[src/hw/rtl/kfce_pkg.sv]
// shared types, constants and helper functions for the keyframe curve evaluator
// no dependencies; used by kfce_div, kfce_mul and keyframe_curve_evaluator_top
package kfce_pkg;

    localparam int MAX_KEYS_DEF = 64;

    localparam int FRAME_W = 16;
    localparam int LEVEL_W = 32;
    localparam int QUERY_W = 24;
    localparam int COUNT_W = 7;
    localparam int T_W     = 17;   // t in q0.16, up to 1.0
    localparam int T2_W    = 34;
    localparam int T3_W    = 51;
    localparam int SLP_W   = 48;   // slope times span
    localparam int ACC_W   = 64;
    localparam int MULB_W  = 18;   // signed multiplier digit stream
    localparam int MUL_STEPS = MULB_W;
    localparam int MUL_CW    = $clog2(MUL_STEPS);
    localparam int DIV_STEPS = T_W;
    localparam int DIV_CW    = $clog2(DIV_STEPS);

    // register map: byte address bit 2 picks the register
    localparam logic REG_KEY_COUNT = 1'b0;

    localparam logic [1:0] SEG_STEP   = 2'd0;
    localparam logic [1:0] SEG_LINEAR = 2'd1;
    localparam logic [1:0] SEG_CUBIC  = 2'd2;
    localparam logic [1:0] SEG_SKIP   = 2'd3;

    localparam logic [0:0] CMD_WRITE = 1'b0;
    localparam logic [0:0] CMD_EVAL  = 1'b1;

    typedef struct packed {
        logic [FRAME_W-1:0]        frame;
        logic signed [LEVEL_W-1:0] level;
        logic signed [LEVEL_W-1:0] leave;
        logic signed [LEVEL_W-1:0] arrive;
        logic [1:0]                mode;
    } t_key;

    typedef enum logic [4:0] {
        S_IDLE  = 5'b00001,
        S_SCAN  = 5'b00010,
        S_DIV   = 5'b00100,
        S_MLOAD = 5'b01000,
        S_MWAIT = 5'b10000
    } t_state;

    typedef enum logic [3:0] {
        OP_LIN, OP_T2, OP_T3, OP_LS, OP_AS, OP_H00, OP_H01, OP_H10, OP_H11
    } t_op;

    typedef struct packed {
        logic                     go;
        logic [2*QUERY_W-17:0]    num;   // offset q.8 shifted left by 8, 32 bits
        logic [FRAME_W-1:0]       den;
    } t_div_req;

    typedef struct packed {
        logic                     go;
        logic signed [ACC_W-1:0]  a;
        logic [MULB_W-1:0]        b;
        logic signed [ACC_W-1:0]  init;
    } t_mul_req;

    // hermite basis in q0.16, floored from exact q0.48 terms
    function automatic logic signed [MULB_W-1:0] hermite_basis(
        input logic [T_W-1:0]  t,
        input logic [T2_W-1:0] t2,
        input logic [T3_W-1:0] t3,
        input t_op             op
    );
        logic signed [ACC_W-1:0] x3;
        logic signed [ACC_W-1:0] x2s;
        logic signed [ACC_W-1:0] xt;
        logic signed [ACC_W-1:0] one;
        logic signed [ACC_W-1:0] s;
        x3  = $signed({13'd0, t3});
        x2s = $signed({14'd0, t2, 16'd0});
        xt  = $signed({15'd0, t, 32'd0});
        one = $signed(64'h0001_0000_0000_0000);
        case (op)
            OP_H00:  s = (x3 <<< 1) - (x2s <<< 1) - x2s + one;
            OP_H01:  s = (x2s <<< 1) + x2s - (x3 <<< 1);
            OP_H10:  s = x3 - (x2s <<< 1) + xt;
            OP_H11:  s = x3 - x2s;
            default: s = '0;
        endcase
        return s[32 +: MULB_W];
    endfunction

    // floor by 2^16 then clamp to the int32 range
    function automatic logic [LEVEL_W-1:0] sat_q16(input logic signed [ACC_W-1:0] acc);
        logic [ACC_W-17:0] x;
        x = acc[ACC_W-1:16];
        if ((&x[ACC_W-17:31]) || !(|x[ACC_W-17:31])) begin
            return x[LEVEL_W-1:0];
        end else if (x[ACC_W-17]) begin
            return 32'h8000_0000;
        end else begin
            return 32'h7FFF_FFFF;
        end
    endfunction

endpackage

[src/hw/rtl/kfce_mul.sv]
// shift-add multiply-accumulate, one multiplier bit a cycle, top bit weighs negative
// uses kfce_pkg for widths and the request struct
module kfce_mul (
    input  logic                                  i_clk,
    input  logic                                  i_rst_n,
    input  kfce_pkg::t_mul_req                    i_req,
    output logic                                  o_done,
    output logic signed [kfce_pkg::ACC_W-1:0]     o_acc
);

    logic signed [kfce_pkg::ACC_W-1:0] r_a;
    logic [kfce_pkg::MULB_W-1:0]       r_b;
    logic signed [kfce_pkg::ACC_W-1:0] r_acc, n_acc;
    logic [kfce_pkg::MUL_CW-1:0]       r_cnt;
    logic                              r_busy;
    logic                              r_done;

    always_comb begin
        n_acc = r_acc;
        if (r_b[0]) begin
            n_acc = (r_cnt == '0) ? r_acc - r_a : r_acc + r_a;
        end
    end

    always_ff @(posedge i_clk) begin
        if (!i_rst_n) begin
            r_busy <= 1'b0;
            r_done <= 1'b0;
            r_cnt  <= '0;
        end else begin
            r_done <= 1'b0;
            if (i_req.go) begin
                r_busy <= 1'b1;
                r_cnt  <= kfce_pkg::MUL_CW'(kfce_pkg::MUL_STEPS - 1);
            end else if (r_busy) begin
                r_cnt <= r_cnt - 1'b1;
                if (r_cnt == '0) begin
                    r_busy <= 1'b0;
                    r_done <= 1'b1;
                end
            end
        end
    end

    always_ff @(posedge i_clk) begin
        if (i_req.go) begin
            r_a   <= i_req.a;
            r_b   <= i_req.b;
            r_acc <= i_req.init;
        end else if (r_busy) begin
            r_a   <= r_a <<< 1;
            r_b   <= r_b >> 1;
            r_acc <= n_acc;
        end
    end

    assign o_done = r_done;
    assign o_acc  = r_acc;

endmodule

[config.mk]
export PLATFORM = sky130hd
export DESIGN_NAME = kfce_mul
export DESIGN_NICKNAME = d
export VERILOG_FILES = /design/src/hw/rtl/kfce_pkg.sv /design/src/hw/rtl/kfce_mul.sv
export SDC_FILE = /design/constraint.sdc
export NUM_CORES = 1
export LEC_CHECK = 0
export BUFFER_PORTS_ARGS = -buffer_cell sky130_fd_sc_hd__clkbuf_2
export CAP_MARGIN = 0
export CORE_ASPECT_RATIO = 1.2
export CORE_MARGIN = 3
export CORE_UTILIZATION = 48
export CTS_BUF_LIST = sky130_fd_sc_hd__clkbuf_8
export DETAILED_ROUTE_END_ITERATION = 8
export PLACE_DENSITY_LB_ADDON = 0.12
export RECOVER_POWER = 50
export SLEW_MARGIN = 10
export SYNTH_ARGS = -nofsm -noshare
export SYNTH_HDL_FRONTEND = slang
export SYNTH_SLANG_ARGS = --single-unit
[constraint.sdc]
create_clock -name i_clk -period 5.6 [get_ports i_clk]
set_input_delay 0.28 -clock i_clk [delete_from_list [all_inputs] [get_ports i_clk]]
set_output_delay 0.28 -clock i_clk [all_outputs]
set_load 0.01 [all_outputs]
==> run summary <==
Wire per inst: 19.1 um
Yosys top cell by area: edfxtp_1
Register share of total power: 28.8%
Max Cap Viol: 1
Vias/cell: 5.65
DRC viols: 0
Die area: 0.0255 mm^2
Layout area overhead: 17.8%
Row Count: 61
Most used routing layer: met2
Final setup viols: 0
CTS tree: built
GPL Wtd Cong: 0.902
Worst VDD drop: 0.204 mV
Root buffer cell: clkbuf_8
Max Slew Vio Count: 31
Final period utilization: 95.5%
Max Fanout on Critical Path: 9
Chip height: 174 um
Delay-heaviest family, CP: simple AND/OR/NAND/NOR gates
IO Count: 214
Syn Nets: 1,397
DRT antenna net count: 0
Worst clock skew: 0.0212 ns
PortBufs: 213
Clk pin slew, worst setup/hold paths: 0.12 ns
Number of global-route vias before repair: 9,861
P per Cell Area: 475 mW/mm^2
First-pass GRT wire length: 51,800 um
P_int: 3440 uW
Share of layout cells above drive strength 1: 23.8%
Worst Setup Start Kind: register
Largest net degree at the start of global routing: 90
Worst Hold Class: input pin to register
Clock power frac: 14.6%
Reg-to-reg setup timing slack: 0.25 ns
Capturing element type of the critical path: register
Synthesized area per cell: 9.60 um^2
Launch point of the worst hold path: i_req[54]
Ys flop type: edfxtp_1
Fin. Hold Viols: 0
Post-synthesis sequential area ratio: 39.9%
Register bit total from synthesis: 153
Vias: 9,726
Combinational share of power: 56.6%
Final WL: 32,900 um
Hold buffer count at CTS: 0
Post-synth EDFFs: 146
Min Tclk post-route: 5.35 ns
Syn. warnings: 0
Top cells by area, synth: edfxtp_1 (39%), mux2_2 (7.6%), ha_1 (7.3%)
Post-Synthesis Cells: 1,181
Status: finished with violations
# fillers: 2,200
FF-to-FF Start: r_a[4]
Max-slew headroom: -1.11%
Distinct cell type count after synthesis: 71
Final Util: 57.6%
GRT overflow: 0
Met1 usage: 32.6%
Pleak: 0.00537 uW
Clock buffer count from CTS: 17
Commonest non-fill, non-tap cell in the layout: clkbuf_2
Area after DPL: 0.0128 mm^2
CP Cell Sequence: or4_4 > nor4_4 > buf_4 > nand3b_2 > or3_4 > nor2_4 > nand2_1 > o21ai_0 > xor2_1 > ha_2 > nand4_1 > nor3_2 > nand4_1 > a21oi_1 > nor3_4 > buf_4 > a21boi_1 > a21boi_0 > xor2_1 > o21ai_0
CP max stage delay: 0.56 ns
Clock H-tree levels: 4
Max clock buf depth: 2
Met2 Usage GRT: 43.0%
Critical path depth in cells: 20
Critical Path AT: 5.56 ns
Clock sinks: 153
Initial antenna violation count: 1
Nets: 1,609
Sw Share: 45.8%
Core area: 0.0232 mm^2
R2R cell count: 20
Crit-path slowest cell: or4_4
Critical setup path kind: register to register
Worst skew pair latency: 0.49 ns
Failing checks: capacitance limit, slew limit
DP HPWL: 25,300 um
Tot GR Track Use: 25.4%
Worst-Margin Slew: 1.51 ns
Post-synth top area share: 38.7%
Met3 usage: 4.15%
Post-route cell area: 0.0134 mm^2
CP required: 5.82 ns
Critical Path Sink: o_acc[46]
Initial Util: 48.9%
Maximum clock rate: 0.187 GHz
Pre-Repair DR Iteration Count: 5
Initial drt markers: 548
Most frequent cells in the layout: clkbuf_2 (147), edfxtp_1 (146), nand2_1 (143)
Chip width: 146 um
Post-Syn Area: 0.0113 mm^2
Crit path from: r_a[4]
NetSw: 2900 uW
R2r endpoint: o_acc[46]
Crit path buf inv count: 2
Asr flop ratio synth: 0%
-- state kept, by name, summed over array words and instances, names as in the netlist --
signal,flops
o_done,1
r_busy,1
r_a,64
r_b,18
o_acc,64
r_cnt,5
-- logic make-up (layout without fill, tap and decap cells) --
logic type	count (synthesis)	in the layout	share of synthesized area, %
flip-flops	153	153	39.9
multiplexers	78	78	7.73
adder cells (fa/ha/maj)	67	67	7.46
buffers and inverters	87	312	2.96
AO/OA/AOI/OAI	327	327	17.6
other	0	1	0
XOR/XNOR	122	122	9.49
AND/OR/NAND/NOR	347	347	14.8
-- power groups by stage --
stage / Combinational, uW / Sequential [uW] / Clock (uW)
finish: 3590 / 1830 / 926
global route: 3980 / 1860 / 984
CTS: 3550 / 1830 / 942
detailed placement: 3520 / 1850 / 0
global placement: 3520 / 1850 / 0
floorplan: 2440 / 1860 / 0
-- worst min-delay path, delay by kind of cell --
family / cells / cell delay, ns
buffers and inverters: 1 / 0.07
AND/OR/NAND/NOR: 2 / 0.08
-- cell usage after synthesis, drive strengths merged, types with 3 or more instances --
library cell and count:
a21boi 8, a31oi 13, and2 13, buf 7
nor2b 8, inv 34, xor2 48, nand4 19
nor3 31, a2111oi 3, ha 66, nand2b 7
mux2 77, xnor2 74, o41ai 4, nor4 9
a211oi 4, a211o 3, a41oi 7, o2111ai 3
a21o 32, or3 7, nand2 145, nand3 10
dfxtp 7, a221oi 3, or2 3, o21a 8
o21bai 8, or4 5, o21ai 113, edfxtp 146
and3 11, clkbuf 46, a21oi 93, o31ai 13
nor2 69
-- metal layers --
| layer | share of wire, % | wire (um) |
|---|---|---|
| met1 | 43 | 14300 |
| met2 | 48 | 15900 |
| met3 | 5.0 | 1650 |
| met4 | 3.1 | 1020 |
| met5 | 0.061 | 20 |
-- how the worst min path moves through the flow --
stage | end | slack, ns | depth (start not counted)
global route | o_acc[54] | 0.05 | 3
finish | o_acc[54] | 0.05 | 3
global placement | r_cnt[1] | 0.48 | 2
floorplan | r_busy | 0.40 | 1
CTS | o_acc[54] | 0.04 | 3
detailed placement | r_cnt[1] | 0.49 | 2
-- metrics by stage --
step / TNS (ns) / total power [uW] / instances / setup slack, ns / hold slack, ns
after global placement: 0 / 5370 / 1685 / 0.158 / 0.478
final: 0 / 6340 / 1722 / 0.254 / 0.0489
after global routing: -0.0625 / 6820 / 1721 / -0.0318 / 0.0456
after floorplan: 0 / 4300 / 1181 / 0.517 / 0.402
after CTS: 0 / 6330 / 1717 / 0.105 / 0.0402
after detailed placement: 0 / 5380 / 1685 / 0.000556 / 0.494
-- area by class of cell --
class / instances / area [um^2] / area share, %
inverter: 34 / 128 / 0.956
clock buffer: 17 / 234 / 1.75
clock inverter: 15 / 199 / 1.49
timing repair buffer: 246 / 1230 / 9.25
tap: 315 / 394 / 2.95
antenna: 1 / 2.50 / 0.0187
multi-input combinational: 941 / 6640 / 49.7
sequential: 153 / 4520 / 33.9
-- what timing repair did --
item | 4_1_cts | 5_1_grt
pin swaps | 0 | 5
setup buffers | 0 | 4
endpoints found under the setup margin | 2 | 20
endpoints found under the hold margin | 0 | 0
resized for setup | 1 | 28
(Power assumes the default switching activity.)
