`src/hw/rtl/kfce_pkg.sv`:
```
// shared types, constants and helper functions for the keyframe curve evaluator
// no dependencies; used by kfce_div, kfce_mul and keyframe_curve_evaluator_top
package kfce_pkg;

    localparam int MAX_KEYS_DEF = 64;

    localparam int FRAME_W = 16;
    localparam int LEVEL_W = 32;
    localparam int QUERY_W = 24;
    localparam int COUNT_W = 7;
    localparam int T_W     = 17;   // t in q0.16, up to 1.0
    localparam int T2_W    = 34;
    localparam int T3_W    = 51;
    localparam int SLP_W   = 48;   // slope times span
    localparam int ACC_W   = 64;
    localparam int MULB_W  = 18;   // signed multiplier digit stream
    localparam int MUL_STEPS = MULB_W;
    localparam int MUL_CW    = $clog2(MUL_STEPS);
    localparam int DIV_STEPS = T_W;
    localparam int DIV_CW    = $clog2(DIV_STEPS);

    // register map: byte address bit 2 picks the register
    localparam logic REG_KEY_COUNT = 1'b0;

    localparam logic [1:0] SEG_STEP   = 2'd0;
    localparam logic [1:0] SEG_LINEAR = 2'd1;
    localparam logic [1:0] SEG_CUBIC  = 2'd2;
    localparam logic [1:0] SEG_SKIP   = 2'd3;

    localparam logic [0:0] CMD_WRITE = 1'b0;
    localparam logic [0:0] CMD_EVAL  = 1'b1;

    typedef struct packed {
        logic [FRAME_W-1:0]        frame;
        logic signed [LEVEL_W-1:0] level;
        logic signed [LEVEL_W-1:0] leave;
        logic signed [LEVEL_W-1:0] arrive;
        logic [1:0]                mode;
    } t_key;

    typedef enum logic [4:0] {
        S_IDLE  = 5'b00001,
        S_SCAN  = 5'b00010,
        S_DIV   = 5'b00100,
        S_MLOAD = 5'b01000,
        S_MWAIT = 5'b10000
    } t_state;

    typedef enum logic [3:0] {
        OP_LIN, OP_T2, OP_T3, OP_LS, OP_AS, OP_H00, OP_H01, OP_H10, OP_H11
    } t_op;

    typedef struct packed {
        logic                     go;
        logic [2*QUERY_W-17:0]    num;   // offset q.8 shifted left by 8, 32 bits
        logic [FRAME_W-1:0]       den;
    } t_div_req;

    typedef struct packed {
        logic                     go;
        logic signed [ACC_W-1:0]  a;
        logic [MULB_W-1:0]        b;
        logic signed [ACC_W-1:0]  init;
    } t_mul_req;

    // hermite basis in q0.16, floored from exact q0.48 terms
    function automatic logic signed [MULB_W-1:0] hermite_basis(
        input logic [T_W-1:0]  t,
        input logic [T2_W-1:0] t2,
        input logic [T3_W-1:0] t3,
        input t_op             op
    );
        logic signed [ACC_W-1:0] x3;
        logic signed [ACC_W-1:0] x2s;
        logic signed [ACC_W-1:0] xt;
        logic signed [ACC_W-1:0] one;
        logic signed [ACC_W-1:0] s;
        x3  = $signed({13'd0, t3});
        x2s = $signed({14'd0, t2, 16'd0});
        xt  = $signed({15'd0, t, 32'd0});
        one = $signed(64'h0001_0000_0000_0000);
        case (op)
            OP_H00:  s = (x3 <<< 1) - (x2s <<< 1) - x2s + one;
            OP_H01:  s = (x2s <<< 1) + x2s - (x3 <<< 1);
            OP_H10:  s = x3 - (x2s <<< 1) + xt;
            OP_H11:  s = x3 - x2s;
            default: s = '0;
        endcase
        return s[32 +: MULB_W];
    endfunction

    // floor by 2^16 then clamp to the int32 range
    function automatic logic [LEVEL_W-1:0] sat_q16(input logic signed [ACC_W-1:0] acc);
        logic [ACC_W-17:0] x;
        x = acc[ACC_W-1:16];
        if ((&x[ACC_W-17:31]) || !(|x[ACC_W-17:31])) begin
            return x[LEVEL_W-1:0];
        end else if (x[ACC_W-17]) begin
            return 32'h8000_0000;
        end else begin
            return 32'h7FFF_FFFF;
        end
    endfunction

endpackage

```
`src/hw/rtl/kfce_div.sv`:
```
// bit-serial restoring divider: t = (offset << 8) / span, one quotient bit a cycle
// uses kfce_pkg for widths and the request struct
module kfce_div (
    input  logic                           i_clk,
    input  logic                           i_rst_n,
    input  kfce_pkg::t_div_req             i_req,
    output logic                           o_done,
    output logic [kfce_pkg::T_W-1:0]       o_quot
);

    logic [kfce_pkg::FRAME_W-1:0] r_rem, n_rem;
    logic [kfce_pkg::T_W-1:0]     r_num, n_num;
    logic [kfce_pkg::FRAME_W-1:0] r_den;
    logic [kfce_pkg::DIV_CW-1:0]  r_cnt;
    logic                         r_busy;
    logic                         r_done;
    logic [kfce_pkg::FRAME_W:0]   trial;
    logic                         ge;

    always_comb begin
        trial = {r_rem, r_num[kfce_pkg::T_W-1]};
        ge    = trial >= {1'b0, r_den};
        n_rem = ge ? 16'(trial - {1'b0, r_den}) : trial[kfce_pkg::FRAME_W-1:0];
        n_num = {r_num[kfce_pkg::T_W-2:0], ge};
    end

    always_ff @(posedge i_clk) begin
        if (!i_rst_n) begin
            r_busy <= 1'b0;
            r_done <= 1'b0;
            r_cnt  <= '0;
        end else begin
            r_done <= 1'b0;
            if (i_req.go) begin
                r_busy <= 1'b1;
                r_cnt  <= kfce_pkg::DIV_CW'(kfce_pkg::DIV_STEPS - 1);
            end else if (r_busy) begin
                r_cnt <= r_cnt - 1'b1;
                if (r_cnt == '0) begin
                    r_busy <= 1'b0;
                    r_done <= 1'b1;
                end
            end
        end
    end

    // high remainder bits start below the divisor since offset <= span << 8
    always_ff @(posedge i_clk) begin
        if (i_req.go) begin
            r_rem <= {1'b0, i_req.num[31:kfce_pkg::T_W]};
            r_num <= i_req.num[kfce_pkg::T_W-1:0];
            r_den <= i_req.den;
        end else if (r_busy) begin
            r_rem <= n_rem;
            r_num <= n_num;
        end
    end

    assign o_done = r_done;
    assign o_quot = r_num;

endmodule

```
`config.mk`:
```
export PLATFORM = sky130hd
export DESIGN_NAME = kfce_div
export DESIGN_NICKNAME = d
export VERILOG_FILES = /design/src/hw/rtl/kfce_pkg.sv /design/src/hw/rtl/kfce_div.sv
export SDC_FILE = /design/constraint.sdc
export NUM_CORES = 1
export LEC_CHECK = 0
export ABC_AREA = 0
export BUFFER_PORTS_ARGS = -buffer_cell sky130_fd_sc_hd__buf_4
export CORE_ASPECT_RATIO = 1.25
export CORE_MARGIN = 5
export CORE_UTILIZATION = 50
export CTS_BUF_LIST = sky130_fd_sc_hd__clkbuf_2 sky130_fd_sc_hd__clkbuf_4 sky130_fd_sc_hd__clkbuf_8
export DETAILED_ROUTE_END_ITERATION = 10
export GPL_ROUTABILITY_DRIVEN = 0
export PLACE_DENSITY = 0.74
export SLEW_MARGIN = 20
export SYNTH_ARGS = -nofsm -noshare
export SYNTH_HDL_FRONTEND = slang
export SYNTH_SLANG_ARGS = --single-unit
```
`constraint.sdc`:
```
create_clock -name i_clk -period 5 [get_ports i_clk]
set_clock_uncertainty 0.05 [all_clocks]
set_input_delay 1.25 -clock i_clk [delete_from_list [all_inputs] [get_ports i_clk]]
set_output_delay 1.25 -clock i_clk [all_outputs]
set_load 0.05 [all_outputs]
```
==> impl_metrics.py, run 1 <==
metrics = {
    "floorplanning": {
        "initial_core_util": 0.5072,
        "core_area_mm2": 0.006482,
        "fp.dieW_um": 82.54,
        "fp.dieArea_mm2": 0.008308,
        "io-pin-count": 69,
        "die_y_um": 100.7,
        "rows": 33,
    },
    "timing": {
        "final-setup-viol-count": 0,
        "min_period_ns": 3.137,
        "max_clock_freq_ghz": 0.3188,
        "setup_ws_ns": 1.863,
        "hold_viol_final": 0,
        "max_slew.worst_pin.slew_ns": 0.8508,
        "tns_ns": 0,
        "whs_ns": 0.4630,
        "slew_headroom": 0.4301,
        "drv_slew": 0,
        "rsz0062_at_grt": "false",
        "timing.final.crit_share": 0.6273,
    },
    "global_route": {
        "antenna_found_initial": 0,
        "grt_usage": 0.1678,
        "grt_first_pass_wirelength_um": 10960,
        "grt-ovfl-total": 0,
        "grt_start_max_net_pins": 62,
        "grt_pass1_vias": 2440,
    },
    "routing": {
        "drtPass1Iterations": 5,
        "wl_met2_um": 3422,
        "ant_nets": 0,
        "vias_per_cell": 5.440,
        "wl_met3_um": 351,
        "drc": 0,
        "highest_layer": "met4",
        "drt-initial-drc-count": 101,
        "routed_wl_um": 6682,
        "avgRoutedWirePerCell_um": 15.02,
        "wl_met1_um": 2798,
        "via_count": 2421,
    },
    "power_and_ir_drop": {
        "powerDensity_mw_per_mm2": 403.9,
        "swShare": 0.3781,
        "p_clk_frac": 0.163,
        "ir_worst_vdd_mv": 0.2464,
        "power_frac_comb": 0.440,
        "p_leak_nw": 1.629,
        "power.switching_mw": 0.6031,
        "seq_power_share": 0.397,
        "p_int_mw": 0.9920,
        "total_power_mw": 1.595,
    },
    "worst_setup_path": {
        "end_kind": "flop",
        "required_ns": 5.03,
        "r2r_slack_ns": 2.12,
        "cp_max_fo": 61,
        "critPathKind": "input pin to flop",
        "cp_data_arrival_time_ns": 3.16,
        "slowest_delay_ns": 0.72,
        "slowest_stage": "clkinv_1",
        "cp_cell_sequence": "buf_4 -> clkinv_1 -> and2_4 -> a221o_1",
        "start_kind": "input pin",
    },
    "placed_design": {
        "dpl_cell_area_mm2": 0.003859,
        "dpl.hpwl_um": 4922,
        "port_buffers": 68,
        "dp_slack_ns": 1.491,
    },
    "clock_network": {
        "postCtsHoldBufs": 0,
        "clockBufferDepth": 2,
        "cts_tree": "done",
        "cts-root-buf": "clkbuf_8",
        "cts_setup_buffers": 0,
        "cts.sinks": 56,
        "cts_max_level": 2,
        "cts_resized": 0,
        "clk_pin_slew_ns": 0.11,
        "clk_latency_ns": 0.31,
        "numCtsBuffers": 5,
    },
    "synthesis": {
        "synth_area_mm2": 0.003288,
        "ys_seq_area_frac": 0.4871,
        "synth_fp_nets": 362,
        "async_flop_share": 0,
        "ys_warn_count": 0,
        "syn_avg_cell_area_um2": 11.26,
        "synth.distinct_cells": 58,
        "synth_edf_count": 48,
        "ys.flop_type": "edfxtp_1",
        "ys_ff_latch": 56,
        "synthCells": 292,
    },
    "cells_and_area": {
        "syn_to_final_growth_pct": 20.09,
        "n_antenna_cell": 0,
        "ff_latch_area_mm2": 0.001602,
        "drive_above_1_share": 0.3017,
        "final_common_cell": "buf_4",
        "layout_common_cells": "buf_4 (70), edfxtp_1 (48), inv_1 (25)",
        "fill_cells": 543,
        "multi_input_area_mm2": 0.001525,
        "fin_nets": 427,
        "finalInstanceArea_mm2": 0.003949,
    },
    "outcome": {
        "outcome": "finished clean",
    },
    "job": {
        "cap_violations": 0,
    },
    "min_path": {
        "min_path_type": "flop to flop",
    },
}
==> per-layer routing <==
layer  GRT usage  vias up
li1            -     1217
met2      0.2827       56
met4     0.05535        0
met1      0.2069     1136
met5           0        -
met3     0.04293       12
==> worst max-delay path, delay by kind of cell <==
family / cells / cell delay, ns
simple gates: 1 / 0.36
buf+inv: 2 / 1.24
compound gates: 1 / 0.30
==> sequential cells by signal, summed over array words and instances, names as in the netlist <==
| signal | cells |
|---|---|
| r_busy | 1 |
| r_rem | 16 |
| o_quot | 17 |
| o_done | 1 |
| r_cnt | 5 |
| r_den | 16 |
==> worst paths after layout <==
path	from	to	cells past startpoint
hold / removal	r_cnt[1]$_SDFFE_PP0P_	r_cnt[1]$_SDFFE_PP0P_	2
hold reg to reg	r_cnt[1]$_SDFFE_PP0P_	r_cnt[1]$_SDFFE_PP0P_	2
setup reg to reg	r_rem[12]$_DFFE_PP_	r_rem[13]$_DFFE_PP_	6
setup / recovery	i_req[48]	r_rem[12]$_DFFE_PP_	4
==> area by class of cell <==
type | count | share of cell area
clock buffer | 5 | 0.01743
timing repair buffer | 70 | 0.1331
inverter | 26 | 0.02471
sequential | 56 | 0.4056
multi-input combinational | 198 | 0.3862
tap | 87 | 0.02757
clock inverter | 3 | 0.005387
==> power by group through the flow <==
stage	registers (mW)	logic, mW	clock network (mW)
after floorplan	0.691	0.500	0
after global placement	0.642	0.683	0
after detailed placement	0.643	0.698	0
after CTS	0.634	0.703	0.261
after global routing	0.642	0.769	0.282
final	0.633	0.701	0.261
==> kinds of logic after synthesis <==
family / Yosys count / share of synthesized area
compound gates: 65 / 0.1564
simple gates: 78 / 0.1218
fa+ha+maj: 19 / 0.07458
xor+xnor: 13 / 0.03463
mux: 23 / 0.07648
buf+inv: 38 / 0.04909
flops: 56 / 0.4871
==> Yosys cell counts, types with 6 or more instances <==
master	n	area, µm²
clkbuf_1	7	26.28
dfxtp_1	8	160.2
a21oi_1	12	60.06
nor3_1	6	30.03
mux2_2	17	191.4
xnor2_1	9	78.83
mux2i_1	6	60.06
inv_1	25	93.84
edfxtp_1	48	1441
nand2_1	24	90.09
ha_1	18	225.2
nor2_1	12	45.04
o21ai_1	7	35.03
nand3_1	7	35.03
==> through the flow <==
step / util / cells
after floorplan: - / 292
after global placement: 0.5953 / 437
after detailed placement: 0.5953 / 437
after CTS: 0.6091 / 445
after global routing: 0.6091 / 445
final: 0.6091 / 445
Power figures use the tool's default switching activity.
==> run 2, diff against run 1 <==
- clock period: 5 -> 3.04 ns (I/O delays scaled with it)
==> run 2 against run 1 <==
Compared with the run above:
- global-route usage increased by 0.37 points
- highest routed layer unchanged
- sequential power increased by 64%
- via count increased by 2.2%
- wire length increased by 1.7%
- setup slack got worse by 1.7 ns
- critical path type is now flop to flop
- sequential share of layout area decreased by 0.67 points
==> impl_metrics.py, run 2 (same netlist as run 1, synthesis figures left out) <==
metrics = {
    "outcome": {
        "outcome": "finished clean",
    },
    "power_and_ir_drop": {
        "ir_worst_vdd_mv": 0.3935,
        "p_leak_nw": 1.670,
        "p_clk_frac": 0.184,
        "swShare": 0.3611,
        "seq_power_share": 0.383,
        "power.switching_mw": 0.9808,
        "p_int_mw": 1.735,
        "powerDensity_mw_per_mm2": 676.5,
        "power_frac_comb": 0.433,
    },
    "floorplanning": {
        "core_area_mm2": 0.006482,
        "die_y_um": 100.7,
        "fp.dieW_um": 82.54,
        "initial_core_util": 0.5072,
        "fp.dieArea_mm2": 0.008308,
        "io-pin-count": 69,
        "rows": 33,
    },
    "clock_network": {
        "cts.sinks": 56,
        "clk_pin_slew_ns": 0.10,
        "clk_latency_ns": 0.31,
        "clockBufferDepth": 2,
        "cts-root-buf": "clkbuf_8",
        "postCtsHoldBufs": 0,
        "numCtsBuffers": 5,
        "cts_tree": "done",
        "cts_max_level": 2,
        "cts_resized": 0,
        "cts_setup_buffers": 0,
    },
    "worst_setup_path": {
        "reg2reg_depth": 7,
        "cp_max_fo": 27,
        "start_kind": "flop",
        "cp_data_arrival_time_ns": 2.86,
        "end_kind": "flop",
        "slowest_delay_ns": 0.42,
        "cp_cell_sequence": "ha_1 -> a21oi_1 -> o21ai_1 -> a221oi_2 -> o211ai_4 -> and2_4 -> a221o_1",
        "critPathKind": "flop to flop",
        "slowest_stage": "a221oi_2",
        "required_ns": 3.06,
    },
    "placed_design": {
        "placed_cells": 443,
        "port_buffers": 68,
        "dpl_cell_area_mm2": 0.003904,
        "dpl.hpwl_um": 5161,
    },
    "global_route": {
        "grt_usage": 0.1715,
        "grt_first_pass_wirelength_um": 11180,
        "grt-ovfl-total": 0,
        "grt_start_max_net_pins": 28,
        "antenna_found_initial": 0,
        "grt_pass1_vias": 2592,
    },
    "routing": {
        "drtPass1Iterations": 4,
        "drc": 0,
        "vias_per_cell": 5.486,
        "ant_nets": 0,
        "routed_wl_um": 6797,
        "avgRoutedWirePerCell_um": 15.07,
        "via_count": 2474,
        "drt-initial-drc-count": 125,
    },
    "cells_and_area": {
        "syn_to_final_growth_pct": 22.11,
        "fin_cells": 451,
        "finalInstanceArea_mm2": 0.004015,
        "fill_cells": 564,
        "layout_common_cells": "buf_4 (76), edfxtp_1 (48), inv_1 (25)",
        "fin_nets": 433,
        "n_antenna_cell": 0,
        "final_common_cell": "buf_4",
        "drive_above_1_share": 0.3159,
        "largest_reg_flops": 17,
    },
    "job": {
        "cap_violations": 0,
    },
    "timing": {
        "final-setup-viol-count": 0,
        "max_clock_freq_ghz": 0.3521,
        "max_slew.worst_pin.slew_ns": 0.7950,
        "tns_ns": 0,
        "rsz0062_at_grt": "false",
        "timing.final.crit_share": 0.9341,
        "min_period_ns": 2.840,
        "slew_headroom": 0.4675,
        "drv_slew": 0,
        "hold_viol_final": 0,
    },
    "min_path": {
        "holdPathStages": 2,
        "min_path_type": "flop to flop",
    },
}
## run 2: power groups by stage
stage	clock network, mW	registers [mW]	logic, mW
finish	0.500	1.04	1.18
global route	0.540	1.06	1.30
CTS	0.509	1.04	1.17
detailed placement	0	1.06	1.17
global placement	0	1.05	1.15
floorplan	0	1.14	0.823
## run 2: layout make-up
class	count	area (µm²)	area share
sequential	56	1602	0.3989
clock buffer	6	76.32	0.01901
timing repair buffer	76	570.5	0.1421
multi-input combinational	198	1525	0.3799
inverter	26	97.59	0.02431
tap	87	108.9	0.02711
clock inverter	2	35.03	0.008725
## run 2: critical path: cells and delay by family (launching register included)
kind / cells / cell delay, ns
AOI/OAI and AO/OA: 5 / 1.44
DFF: 1 / 0.41
adders and majority gates: 1 / 0.41
and+or+nand+nor: 1 / 0.29
## run 2: metal layers
| metal | vias to the layer above | wire (µm) | GRT usage |
|---|---|---|---|
| li1 | 1232 | - | - |
| met1 | 1167 | 2755 | 0.1997 |
| met2 | 58 | 3523 | 0.2969 |
| met3 | 17 | 362 | 0.04204 |
| met4 | 0 | 155 | 0.06918 |
| met5 | - | 0 | 0 |
## run 2: final timing paths
kind	start	end	slack, ns
worst max-delay path	r_rem[7]$_DFFE_PP_	r_rem[12]$_DFFE_PP_	0.20
worst min-delay path	r_cnt[1]$_SDFFE_PP0P_	r_cnt[1]$_SDFFE_PP0P_	0.45
worst max register to register	r_rem[7]$_DFFE_PP_	r_rem[12]$_DFFE_PP_	0.20
worst min register to register	r_cnt[1]$_SDFFE_PP0P_	r_cnt[1]$_SDFFE_PP0P_	0.45
## run 2: stage by stage
| step | total power [mW] | util | setup slack, ns | hold slack [ns] |
|---|---|---|---|---|
| after floorplan | 1.959 | - | 0.1868 | 0.4181 |
| after global placement | 2.198 | 0.6022 | 0.2587 | 0.4338 |
| after detailed placement | 2.222 | 0.6022 | 0.2370 | 0.4415 |
| after CTS | 2.726 | 0.6194 | 0.2066 | 0.4527 |
| after global routing | 2.898 | 0.6194 | 0.01986 | 0.4822 |
| final | 2.716 | 0.6194 | 0.2003 | 0.4517 |
